<file path="config.mk">
export PLATFORM = sky130hd
export DESIGN_NAME = qau_sqrt
export DESIGN_NICKNAME = d
export VERILOG_FILES = /design/src/hdl/qau_pkg.sv /design/src/hdl/qau_sqrt.sv
export SDC_FILE = /design/constraint.sdc
export NUM_CORES = 2
export LEC_CHECK = 0
export BUFFER_PORTS_ARGS = -buffer_cell sky130_fd_sc_hd__buf_2
export CORE_ASPECT_RATIO = 1.4
export CORE_MARGIN = 10
export CORE_UTILIZATION = 49
export DETAILED_ROUTE_END_ITERATION = 8
export GPL_ROUTABILITY_DRIVEN = 0
export PLACE_DENSITY = 0.72
export SLEW_MARGIN = 20
export SYNTH_ARGS = -nofsm -noshare
export SYNTH_HDL_FRONTEND = slang
export SYNTH_SLANG_ARGS = --single-unit
</file>
<file path="constraint.sdc">
create_clock -name clock -period 10.47 [get_ports clock]
set_clock_uncertainty 0.1 [all_clocks]
set_input_delay 1.047 -clock clock [delete_from_list [all_inputs] [get_ports clock]]
set_output_delay 1.047 -clock clock [all_outputs]
set_load 0.03 [all_outputs]
</file>
<file path="src/hdl/qau_pkg.sv">
// ----------------------------------------------------------------------------
// Quaternion arithmetic unit package
// Word widths, pipeline depths, operation and status codes shared by the
// unit, its pipelined square root and divider lanes, and its checker.
// ----------------------------------------------------------------------------
package qau_pkg;

   localparam int WORD_W     = 24;
   localparam int FRAC_W     = 20;
   localparam int MAG_W      = WORD_W - 1;
   localparam int KIND_W     = 3;
   localparam int STAT_W     = 2;

   localparam int PROD_W     = 2 * WORD_W;
   localparam int SUM_W      = PROD_W + 2;
   localparam int RND_W      = SUM_W - FRAC_W;
   localparam int SQ_W       = 2 * WORD_W + 1;
   localparam int ROOT_W     = WORD_W + 1;
   localparam int REM_W      = ROOT_W + 2;
   localparam int SQRT_LAT   = ROOT_W + 1;
   localparam int NUM_W      = WORD_W + FRAC_W;
   localparam int Q_W        = WORD_W;
   localparam int DIV_LAT    = Q_W + 1;
   localparam int PIPE_LAT   = 5 + SQRT_LAT + DIV_LAT;

   localparam int IN_DATA_W  = 9 * WORD_W;
   localparam int OUT_BITS   = 4 * WORD_W + MAG_W + STAT_W;
   localparam int OUT_DATA_W = ((OUT_BITS + 7) / 8) * 8;

   typedef enum logic [KIND_W-1:0] {
      KIND_MUL       = 3'd0,
      KIND_ADD       = 3'd1,
      KIND_SUB       = 3'd2,
      KIND_CONJ      = 3'd3,
      KIND_SCALE     = 3'd4,
      KIND_DIV       = 3'd5,
      KIND_NORMALIZE = 3'd6,
      KIND_NORM      = 3'd7
   } kind_type;

   typedef enum logic [STAT_W-1:0] {
      STAT_OK   = 2'd0,
      STAT_SAT  = 2'd1,
      STAT_ZERO = 2'd2
   } status_type;

endpackage

</file>
<file path="src/hdl/qau_sqrt.sv">
// ----------------------------------------------------------------------------
// Pipelined rounded square root
// One result bit per stage over the sum of squares, then a rounding stage.
// ----------------------------------------------------------------------------
module qau_sqrt (
   input  logic                       clock,
   input  logic                       ce,
   input  logic [qau_pkg::SQ_W-1:0]   sq,
   output logic [qau_pkg::ROOT_W-1:0] root
);
   import qau_pkg::*;

   logic [2*ROOT_W-1:0] x_ff    [ROOT_W];
   logic [REM_W-1:0]    rem_ff  [ROOT_W];
   logic [ROOT_W-1:0]   root_ff [ROOT_W];
   logic [ROOT_W-1:0]   out_ff;

   for (genvar i = 0; i < ROOT_W; i++) begin : g_stage
      logic [2*ROOT_W-1:0] x_src;
      logic [REM_W-1:0]    rem_src;
      logic [ROOT_W-1:0]   root_src;
      logic [REM_W+1:0]    cur;
      logic [REM_W+1:0]    trial;
      logic [2*ROOT_W-1:0] x_in;
      logic [REM_W-1:0]    rem_in;
      logic [ROOT_W-1:0]   root_in;

      if (i == 0) begin : g_first
         assign x_src    = (2*ROOT_W)'(sq);
         assign rem_src  = '0;
         assign root_src = '0;
      end else begin : g_next
         assign x_src    = x_ff[i-1];
         assign rem_src  = rem_ff[i-1];
         assign root_src = root_ff[i-1];
      end

      always_comb begin
         cur   = {rem_src, x_src[2*ROOT_W-1 -: 2]};
         trial = (REM_W+2)'({root_src, 2'b01});
         x_in  = x_src << 2;
         if (cur >= trial) begin
            rem_in  = REM_W'(cur - trial);
            root_in = {root_src[ROOT_W-2:0], 1'b1};
         end else begin
            rem_in  = REM_W'(cur);
            root_in = {root_src[ROOT_W-2:0], 1'b0};
         end
      end

      always_ff @(posedge clock) begin
         if (ce) begin
            x_ff[i]    <= x_in;
            rem_ff[i]  <= rem_in;
            root_ff[i] <= root_in;
         end
      end
   end

   // round to nearest
   always_ff @(posedge clock) begin
      if (ce) begin
         if (rem_ff[ROOT_W-1] > REM_W'(root_ff[ROOT_W-1])) begin
            out_ff <= root_ff[ROOT_W-1] + ROOT_W'(1);
         end else begin
            out_ff <= root_ff[ROOT_W-1];
         end
      end
   end

   assign root = out_ff;

endmodule

</file>
==> flow_summary.ini <==
[synthesis]
synth_ff_type = edfxtp_1
yosys_warnings = 0
yosysUniqueCellTypes = 94
synth.avg_cell_area_sq_um = 12.8
synth_nets = 6251
asyncSetResetFlopFracSynth = 0
syn_inst = 5822
ys_seq_area_frac = 0.637
synth_seq_cells = 1583
synth_edf_count = 1583
synthesis.area_sq_um = 74700

[global_routing]
antenna_found_initial = 1
grt_pass1_wl_microns = 226000
grt_overflow = 0
grt_max_degree = 207
track_usage = 0.166
grt_pass1_vias = 46274

[clocking]
post_cts_buffers = 0
numCtsBuffers = 151
cts_resized = 0
ctsHtreeMaxLevel = 4
cts_tree = built
clock_path_buffers = 3
insertion_delay_ns = 0.78
clk_pin_slew_ns = 0.06
root_buffer = clkbuf_16
cts_num_sinks = 1583
cts_hold_buf = 0

[critical_path]
crit_arrival_ns = 4.92
end_kind = register
cp.required_ns = 10.89
crit_type = reg -> reg
start_kind = register
cp_max_fo = 44

[sta]
max_slew.worst_pin.slew_ns = 1.33
rsz0062_at_grt = no
relSlewSlack = 0.105
hold_viol_final = 0
fin_ws_ns = 5.97
finalSetupViolations = 0
finalSetupTns_ns = 0
fmax_mhz = 222
drv_slew = 0
finalCritPeriodShare = 0.430
fin_crit_ns = 4.50

[layout]
fillerInstances = 11931
utilization = 0.543
area_growth_pct = 10.2
final_net_count = 6409
drive_above_1_share = 0.0724

[detailed_routing]
drt-total-wl_microns = 143000
ant_nets = 0
drc = 0
vias = 44941
vias_per_cell = 5.57
drt_iter0_drc = 2665
detail_route.first_pass.iterations = 6
wire_per_inst_microns = 17.7

[run_status]
status = completed

[floorplan]
io_pins = 76
die_h_microns = 482
die_w_microns = 350
core_region_area_sq_um = 151000
initial_utilization = 0.493
rows = 169
dieArea_sq_um = 169000

[pwr]
p_leak_nw = 31.5
ir_drop_mv = 0.153
p_per_area_nw_per_um2 = 207

[place]
port_buffers = 75
pre_cts_slack_ns = 6.09
dp_hpwl_microns = 103000

[job]
drv_cap = 0

[hold_path]
hp-class = reg -> reg
-- layout by cell type, fill, tap and decap left out, types with 27 or more instances in the layout --
master / Yosys / layout
nand4_1: 60 / 60
nor3_1: 156 / 156
o21a_1: 94 / 94
clkbuf_1: 84 / 32
or4_1: 28 / 28
and3_1: 45 / 45
inv_1: 464 / 464
or3_1: 53 / 53
ha_1: 378 / 378
nor2b_1: 56 / 56
a211oi_1: 29 / 27
a31oi_1: 31 / 29
mux2_2: 44 / 44
o21bai_1: 32 / 32
nand2_1: 425 / 425
a21o_1: 149 / 149
buf_2: 12 / 74
o31ai_1: 32 / 32
or2_2: 37 / 37
edfxtp_1: 1583 / 1583
a21oi_1: 327 / 327
o21ai_0: 314 / 313
nand2b_1: 72 / 72
xor2_1: 261 / 261
nand3_1: 114 / 114
clkbuf_16: 0 / 151
nor2_1: 328 / 328
nor4_1: 78 / 77
clkinv_1: 1 / 31
xnor2_1: 275 / 275
-- state kept, by name (all words and copies together), names as in the netlist --
signal / count
rem_ff: 633
root_ff: 325
x_ff: 600
root: 25
-- through the flow --
step                hold WS (ns)  total power, mW  instances  instance area [sq um]
floorplan                  0.300             10.9       5822                  74700
global placement           0.300             11.7       7792                  77500
detailed placement         0.305             11.9       7792                  77500
CTS                        0.256             17.1       8066                  82200
global route               0.280             17.8       8068                  82300
finish                     0.308             17.0       8068                  82300
-- layout make-up --
type	count	area, sq um	area share
flip-flops and latches	1583	47500	0.578
diodes	1	2.50	0.0000304
clock buffers	183	3900	0.0474
multi-input cells	3672	25000	0.304
well taps	1966	2460	0.0299
clock inverters	91	860	0.0104
inverters	465	1750	0.0212
repair buffers	107	713	0.00867
-- critical path: stages (launching register included) --
cell,delay [ns]
edfxtp_1,0.42
ha_1,0.43
and3_1,0.30
nand4_1,0.40
nor3_1,0.62
a21oi_1,0.34
o21ai_0,0.58
nand2_1,0.13
buf_4,0.32
a2111oi_1,0.47
xor2_1,0.11
-- report_power, final --
part	switching [mW]	total [mW]	internal, mW
logic	1.95	3.32	1.37
clock network	2.36	5.25	2.89
registers	0.469	8.46	7.99
-- cell families (layout without fill, tap and decap cells) --
family | after synthesis | count (layout) | share of synthesized area
AOI/OAI and AO/OA | 1157 | 1157 | 0.0969
xor gates and xnor gates | 536 | 536 | 0.0629
other | 1 | 2 | 0.0000502
buffers and inverters | 567 | 846 | 0.0288
DFF | 1583 | 1583 | 0.637
muxes | 49 | 49 | 0.00731
and+or+nand+nor | 1551 | 1551 | 0.104
adders and majority gates | 378 | 378 | 0.0634
-- worst paths after layout --
check / startpoint / to / slack [ns] / depth (start not counted)
worst max-delay path: rem_ff[1][124] / rem_ff[1][161] / 5.97 / 10
worst min register to register: x_ff[0][374] / x_ff[1][40] / 0.31 / 0
worst min-delay path: x_ff[0][374] / x_ff[1][40] / 0.31 / 0
worst max register to register: rem_ff[1][124] / rem_ff[1][161] / 5.97 / 10
-- Yosys cell counts, types with 12 or more instances --
| master | number | area (sq um) |
|---|---|---|
| nor3_1 | 156 | 781 |
| nand4_1 | 60 | 375 |
| or4_1 | 28 | 210 |
| o31ai_1 | 32 | 240 |
| o21bai_1 | 32 | 240 |
| buf_2 | 12 | 60.1 |
| nor2b_1 | 56 | 350 |
| o211ai_1 | 16 | 120 |
| and3_1 | 45 | 282 |
| nand2_1 | 425 | 1600 |
| o21a_1 | 94 | 706 |
| and2_1 | 22 | 138 |
| a21oi_1 | 327 | 1640 |
| mux2_2 | 44 | 495 |
| o21ai_0 | 314 | 1570 |
| xnor2_1 | 275 | 2410 |
| nor2_1 | 328 | 1230 |
| nand3_1 | 114 | 571 |
| o31a_1 | 14 | 123 |
| clkbuf_1 | 84 | 315 |
| xor2_1 | 261 | 2290 |
| a21o_1 | 149 | 1120 |
| edfxtp_1 | 1583 | 47500 |
| inv_1 | 464 | 1740 |
| a211oi_1 | 29 | 218 |
| nand3b_1 | 13 | 97.6 |
| ha_1 | 378 | 4730 |
| or3_1 | 53 | 332 |
| a31oi_1 | 31 | 194 |
| a21boi_0 | 15 | 113 |
| nor4_1 | 78 | 488 |
| nand2b_1 | 72 | 450 |
| or2_2 | 37 | 231 |
-- metal layers --
metal / part of all wire / wire length [microns] / global-route usage
met5: 0 / 0 / 0
met3: 0.033 / 4710 / 0.0245
met4: 0.075 / 10800 / 0.122
met1: 0.32 / 45000 / 0.140
met2: 0.58 / 82200 / 0.338
(Power assumes the default switching activity.)
