--- src/hdl/qau_pkg.sv ---
// ----------------------------------------------------------------------------
// Quaternion arithmetic unit package
// Word widths, pipeline depths, operation and status codes shared by the
// unit, its pipelined square root and divider lanes, and its checker.
// ----------------------------------------------------------------------------
package qau_pkg;

   localparam int WORD_W     = 24;
   localparam int FRAC_W     = 20;
   localparam int MAG_W      = WORD_W - 1;
   localparam int KIND_W     = 3;
   localparam int STAT_W     = 2;

   localparam int PROD_W     = 2 * WORD_W;
   localparam int SUM_W      = PROD_W + 2;
   localparam int RND_W      = SUM_W - FRAC_W;
   localparam int SQ_W       = 2 * WORD_W + 1;
   localparam int ROOT_W     = WORD_W + 1;
   localparam int REM_W      = ROOT_W + 2;
   localparam int SQRT_LAT   = ROOT_W + 1;
   localparam int NUM_W      = WORD_W + FRAC_W;
   localparam int Q_W        = WORD_W;
   localparam int DIV_LAT    = Q_W + 1;
   localparam int PIPE_LAT   = 5 + SQRT_LAT + DIV_LAT;

   localparam int IN_DATA_W  = 9 * WORD_W;
   localparam int OUT_BITS   = 4 * WORD_W + MAG_W + STAT_W;
   localparam int OUT_DATA_W = ((OUT_BITS + 7) / 8) * 8;

   typedef enum logic [KIND_W-1:0] {
      KIND_MUL       = 3'd0,
      KIND_ADD       = 3'd1,
      KIND_SUB       = 3'd2,
      KIND_CONJ      = 3'd3,
      KIND_SCALE     = 3'd4,
      KIND_DIV       = 3'd5,
      KIND_NORMALIZE = 3'd6,
      KIND_NORM      = 3'd7
   } kind_type;

   typedef enum logic [STAT_W-1:0] {
      STAT_OK   = 2'd0,
      STAT_SAT  = 2'd1,
      STAT_ZERO = 2'd2
   } status_type;

endpackage

--- src/hdl/qau_div_lane.sv ---
// ----------------------------------------------------------------------------
// Pipelined divider lane
// Unsigned restoring division, one quotient bit per stage, with an overflow
// check on the high part of the dividend up front.
// ----------------------------------------------------------------------------
module qau_div_lane (
   input  logic                       clock,
   input  logic                       ce,
   input  logic [qau_pkg::NUM_W-1:0]  num,
   input  logic [qau_pkg::ROOT_W-1:0] den,
   output logic [qau_pkg::Q_W-1:0]    quo,
   output logic                       ovf
);
   import qau_pkg::*;

   logic [ROOT_W-1:0] rem_ff [DIV_LAT];
   logic [ROOT_W-1:0] den_ff [DIV_LAT];
   logic [Q_W-1:0]    lo_ff  [DIV_LAT];
   logic [Q_W-1:0]    q_ff   [DIV_LAT];
   logic              ovf_ff [DIV_LAT];

   always_ff @(posedge clock) begin
      if (ce) begin
         rem_ff[0] <= ROOT_W'(num[NUM_W-1:Q_W]);
         den_ff[0] <= den;
         lo_ff[0]  <= num[Q_W-1:0];
         q_ff[0]   <= '0;
         ovf_ff[0] <= ROOT_W'(num[NUM_W-1:Q_W]) >= den;
      end
   end

   for (genvar j = 1; j < DIV_LAT; j++) begin : g_step
      logic [ROOT_W:0]   cur;
      logic [ROOT_W-1:0] rem_in;
      logic              bit_in;

      always_comb begin
         cur = {rem_ff[j-1], lo_ff[j-1][Q_W-1]};
         if (cur >= (ROOT_W+1)'(den_ff[j-1])) begin
            rem_in = ROOT_W'(cur - (ROOT_W+1)'(den_ff[j-1]));
            bit_in = 1'b1;
         end else begin
            rem_in = ROOT_W'(cur);
            bit_in = 1'b0;
         end
      end

      always_ff @(posedge clock) begin
         if (ce) begin
            rem_ff[j] <= rem_in;
            den_ff[j] <= den_ff[j-1];
            lo_ff[j]  <= lo_ff[j-1] << 1;
            q_ff[j]   <= {q_ff[j-1][Q_W-2:0], bit_in};
            ovf_ff[j] <= ovf_ff[j-1];
         end
      end
   end

   assign quo = q_ff[DIV_LAT-1];
   assign ovf = ovf_ff[DIV_LAT-1];

endmodule

--- config.mk ---
export PLATFORM = sky130hd
export DESIGN_NAME = qau_div_lane
export DESIGN_NICKNAME = d
export VERILOG_FILES = /design/src/hdl/qau_pkg.sv /design/src/hdl/qau_div_lane.sv
export SDC_FILE = /design/constraint.sdc
export NUM_CORES = 2
export LEC_CHECK = 0
export ABC_AREA = 0
export ABC_CLOCK_PERIOD_IN_PS = 3600
export BUFFER_PORTS_ARGS = -buffer_cell sky130_fd_sc_hd__buf_2
export CAP_MARGIN = 20
export CORE_ASPECT_RATIO = 1.4
export CORE_MARGIN = 5
export CORE_UTILIZATION = 58
export DETAILED_ROUTE_END_ITERATION = 16
export GPL_TIMING_DRIVEN = 0
export PLACE_DENSITY_LB_ADDON = 0.05
export SLEW_MARGIN = 20
export SYNTH_ARGS = -nofsm -noshare
export SYNTH_HDL_FRONTEND = slang
export SYNTH_SLANG_ARGS = --single-unit
--- constraint.sdc ---
create_clock -name clock -period 3.6 [get_ports clock]
set_input_delay 0.18 -clock clock [delete_from_list [all_inputs] [get_ports clock]]
set_output_delay 0.18 -clock clock [all_outputs]
set_load 0.02 [all_outputs]
==> impl_metrics.json <==
{
  "grt_pass1_vias": 59600,
  "place_area_um2": 95500,
  "crit_family": "compound AO/OA/AOI/OAI gates",
  "first_iter_violations": 3669,
  "powerDensity_nw_per_um2": 878,
  "slew_headroom_pct": 42.5,
  "h-tree-depth": 4,
  "layout.cell_area.non_filler_um2": 105000,
  "crit_buf_inv": 5,
  "synth_edf_count": 1820,
  "rsz0062_at_grt": "true",
  "cp_common_cell": "inv_2",
  "vias": 59100,
  "status": "complete, but fails checks",
  "crit_slowest_cell": "edfxtp_1",
  "grt_max_degree": 155,
  "ys_types": 92,
  "timing.final.ws_setup_ns": -0.237,
  "port_buffers": 95,
  "finalSetupViolations": 49,
  "dieHeight_um": 481,
  "utilization_pct": 66.5,
  "synth_seq_cells": 1820,
  "crit_path_max_fanout": 5,
  "critPathCaptureType": "flip-flop",
  "initial_core_util_pct": 58.1,
  "drv_slew": 0,
  "clock-sinks": 1820,
  "path_clk_slew_ns": 0.06,
  "cts_tree": "yes",
  "routed_wl_um": 219000,
  "dp_slack_ns": -1.27,
  "clock_path_buffers": 3,
  "syn2layout_area_growth_pct": 14.4,
  "gp_congestion": 0.926,
  "post-dp-hpwl_um": 164000,
  "async_flop_share_pct": 0,
  "io_pins": 96,
  "synthFlopType": "edfxtp_1",
  "avgSynthCellArea_um2": 12.3,
  "layout.cells.non_filler": 10200,
  "total_power_mw": 92.5,
  "grt_usage_pct": 25.9,
  "cts_root_buf": "clkbuf_16",
  "cts_made_buffers": 176,
  "detail_route.wl_per_cell_um": 21.4,
  "fin_crit_sh_pct": 107,
  "crit_path_start_kind": "flip-flop",
  "vias_per_cell": 5.77,
  "die_w_um": 347,
  "first_pass_iters": 6,
  "yosysWarnings": 0,
  "syn_area_um2": 92000,
  "nFillCells": 11700,
  "min_period_ns": 3.84,
  "grt_pass1_wl_um": 333000,
  "finClkSkew_ns": 0.0633,
  "drv_cap": 0,
  "cp_cell_sequence": "inv_2 > buf_6 > ha_4 > inv_2 > fa_2 > a21o_1 > a21oi_4 > o21ai_2 > a311oi_2 > o31a_1 > nor2_2 > o41ai_4 > o21ai_4 > buf_12 > buf_8 > mux2_2",
  "min-delay-path-class": "in2reg",
  "arrival_ns": 4.38,
  "placedCellCount": 9677,
  "fmax_mhz": 261,
  "vdd.ir_drop.worst_v": 0.000633,
  "seq_area_frac_synth_pct": 59.4,
  "rows": 173,
  "worst_pin_slew_ns": 0.841,
  "nets": 8710,
  "drc": 0,
  "violations": "setup timing",
  "dieArea_um2": 167000,
  "syn_inst": 7468,
  "antenna_found_initial": 3,
  "ant_nets": 0,
  "drive_above_1_share_pct": 13.2,
  "clkLatencyLatePin_ns": 0.85,
  "worstSetupPathType": "reg2reg",
  "p_leak_nw": 42.4,
  "critical-path-max-stage-delay_ns": 0.59,
  "required_ns": 4.14,
  "core_area_um2": 158000,
  "grt-ovfl-total": 0,
  "hold_viol": 0,
  "synthesis.nets": 8178
}
-- through the flow --
step | setup TNS, ns | hold slack, ns
after floorplan | 0 | 0.279
after detailed placement | -370.61 | 0.358
after global routing | -10.06 | 0.0397
after CTS | -5.94 | 0.000279
after global placement | - | 0.356
final | -5.87 | 0.0576
-- power breakdown --
part	internal [mW]	total [mW]	switching, mW
Sequential	30.0	32.9	2.94
Clock	10.4	18.6	8.12
Combinational	17.7	41.0	23.3
-- state kept, by name, summed over array words and instances (netlist names) --
| name | flops |
|---|---|
| lo_ff | 300 |
| q_ff | 300 |
| den_ff | 600 |
| ovf_ff | 25 |
| rem_ff | 595 |
-- cell usage in the layout (no fill, tap or decap), types with 32 or more instances in the layout --
| master | Yosys | final |
|---|---|---|
| xnor2_1 | 286 | 286 |
| mux2_2 | 201 | 186 |
| clkbuf_1 | 97 | 80 |
| dlygate4sd3_1 | 0 | 99 |
| nor2b_1 | 59 | 58 |
| o21bai_1 | 69 | 64 |
| nand2_1 | 503 | 502 |
| ha_1 | 616 | 607 |
| a21o_1 | 291 | 290 |
| edfxtp_1 | 1820 | 1820 |
| a31oi_1 | 75 | 73 |
| a21oi_1 | 513 | 480 |
| inv_1 | 793 | 782 |
| nand3_1 | 110 | 110 |
| nor2_1 | 376 | 371 |
| buf_6 | 4 | 32 |
| nand2b_1 | 52 | 52 |
| buf_4 | 27 | 158 |
| buf_2 | 34 | 109 |
| a211oi_1 | 44 | 38 |
| clkbuf_16 | 0 | 179 |
| xor2_1 | 174 | 174 |
| or3_1 | 35 | 35 |
| o21ai_0 | 479 | 436 |
| o21a_1 | 77 | 75 |
| nand4_1 | 82 | 82 |
| nor3_1 | 77 | 71 |
| and3_1 | 56 | 55 |
| o31ai_1 | 40 | 34 |
-- cell type report --
cell class                      count  area, µm²  share of cell area (%)
Tap cell                         2100       2630                    2.50
Timing Repair Buffer              357       3180                    3.02
Multi-Input combinational cell   4682      34800                    33.1
Clock inverter                    119       1340                    1.27
Buffer                            168       1120                    1.06
Antenna cell                        2       5.00                 0.00475
Inverter                          795       3010                    2.86
Sequential cell                  1820      54700                    51.9
Clock buffer                      202       4520                    4.30
-- cells in the mapped netlist, types with 13 or more instances --
master | number | area, µm²
nor2_1 | 376 | 1410
a31oi_1 | 75 | 469
buf_4 | 27 | 203
a21oi_1 | 513 | 2570
a41oi_1 | 15 | 131
a211oi_1 | 44 | 330
o2111ai_1 | 17 | 149
nand4_1 | 82 | 513
a211o_1 | 18 | 158
or2_2 | 22 | 138
a31o_2 | 20 | 175
nor2b_1 | 59 | 369
and3_1 | 56 | 350
or3_1 | 35 | 219
o211ai_1 | 30 | 225
inv_1 | 793 | 2980
edfxtp_1 | 1820 | 54700
fa_1 | 23 | 460
mux2_2 | 201 | 2260
o21ai_0 | 479 | 2400
o41ai_1 | 14 | 123
clkbuf_1 | 97 | 364
xor2_1 | 174 | 1520
and2_1 | 30 | 188
and4_1 | 13 | 114
xnor2_1 | 286 | 2500
o21a_1 | 77 | 578
a21o_1 | 291 | 2180
mux2i_1 | 23 | 230
nand2_1 | 503 | 1890
nor3_1 | 77 | 385
o21bai_1 | 69 | 518
ha_1 | 616 | 7710
nor4_1 | 25 | 156
buf_2 | 34 | 170
nand3_1 | 110 | 551
o31ai_1 | 40 | 300
a21boi_0 | 22 | 165
a2111oi_0 | 19 | 166
nand2b_1 | 52 | 325
-- worst paths after layout --
kind                       from             end  slack [ns]  cells after the start
setup / recovery  lo_ff[17][23]  rem_ff[18][16]       -0.24                     16
hold / removal           num[2]     lo_ff[0][2]        0.06                      2
setup reg to reg  lo_ff[17][23]  rem_ff[18][16]       -0.24                     16
hold reg to reg    lo_ff[5][11]    lo_ff[6][12]        0.41                      0
-- logic make-up (layout without fill, tap and decap cells) --
family,count (synthesis),in the layout,share of synthesized area [%]
AO/OA/AOI/OAI,1872,1872,12.9
XOR/XNOR,460,460,4.38
adder cells (fa/ha/maj),639,639,8.88
buffers and inverters,966,1641,4.13
flip-flops,1820,1820,59.4
multiplexers,225,225,2.72
other,0,2,0
AND/OR/NAND/NOR,1486,1486,7.59
-- per-layer routing --
| metal | vias up | part of all wire [%] | track usage (%) |
|---|---|---|---|
| met1 | 28400 | 36 | 27.5 |
| met4 | 0 | 7.3 | 15.9 |
| met2 | 1485 | 53 | 48.6 |
| li1 | 28600 | - | - |
| met3 | 604 | 3.9 | 3.29 |
| met5 | - | 0 | 0 |
-- timing repair --
item                                    in CTS  in global routing
gates resized for setup                    315                185
cloned                                       5                  4
pin swaps                                   61                 85
buffers inserted                           107                 40
endpoints found under the setup margin     595                499
hold endpoints to repair                   163                  0
hold buffers                                99                  0
-- worst reg2reg max path: stages, from the launching register on --
cell and delay [ns]:
edfxtp_1 0.59, inv_2 0.18, buf_6 0.11, ha_4 0.14, inv_2 0.04, fa_2 0.33
a21o_1 0.22, a21oi_4 0.15, o21ai_2 0.10, a311oi_2 0.29, o31a_1 0.28, nor2_2 0.07
o41ai_4 0.30, o21ai_4 0.14, buf_12 0.21, buf_8 0.13, mux2_2 0.28
No activity file was read; power rests on OpenSTA's default activity.
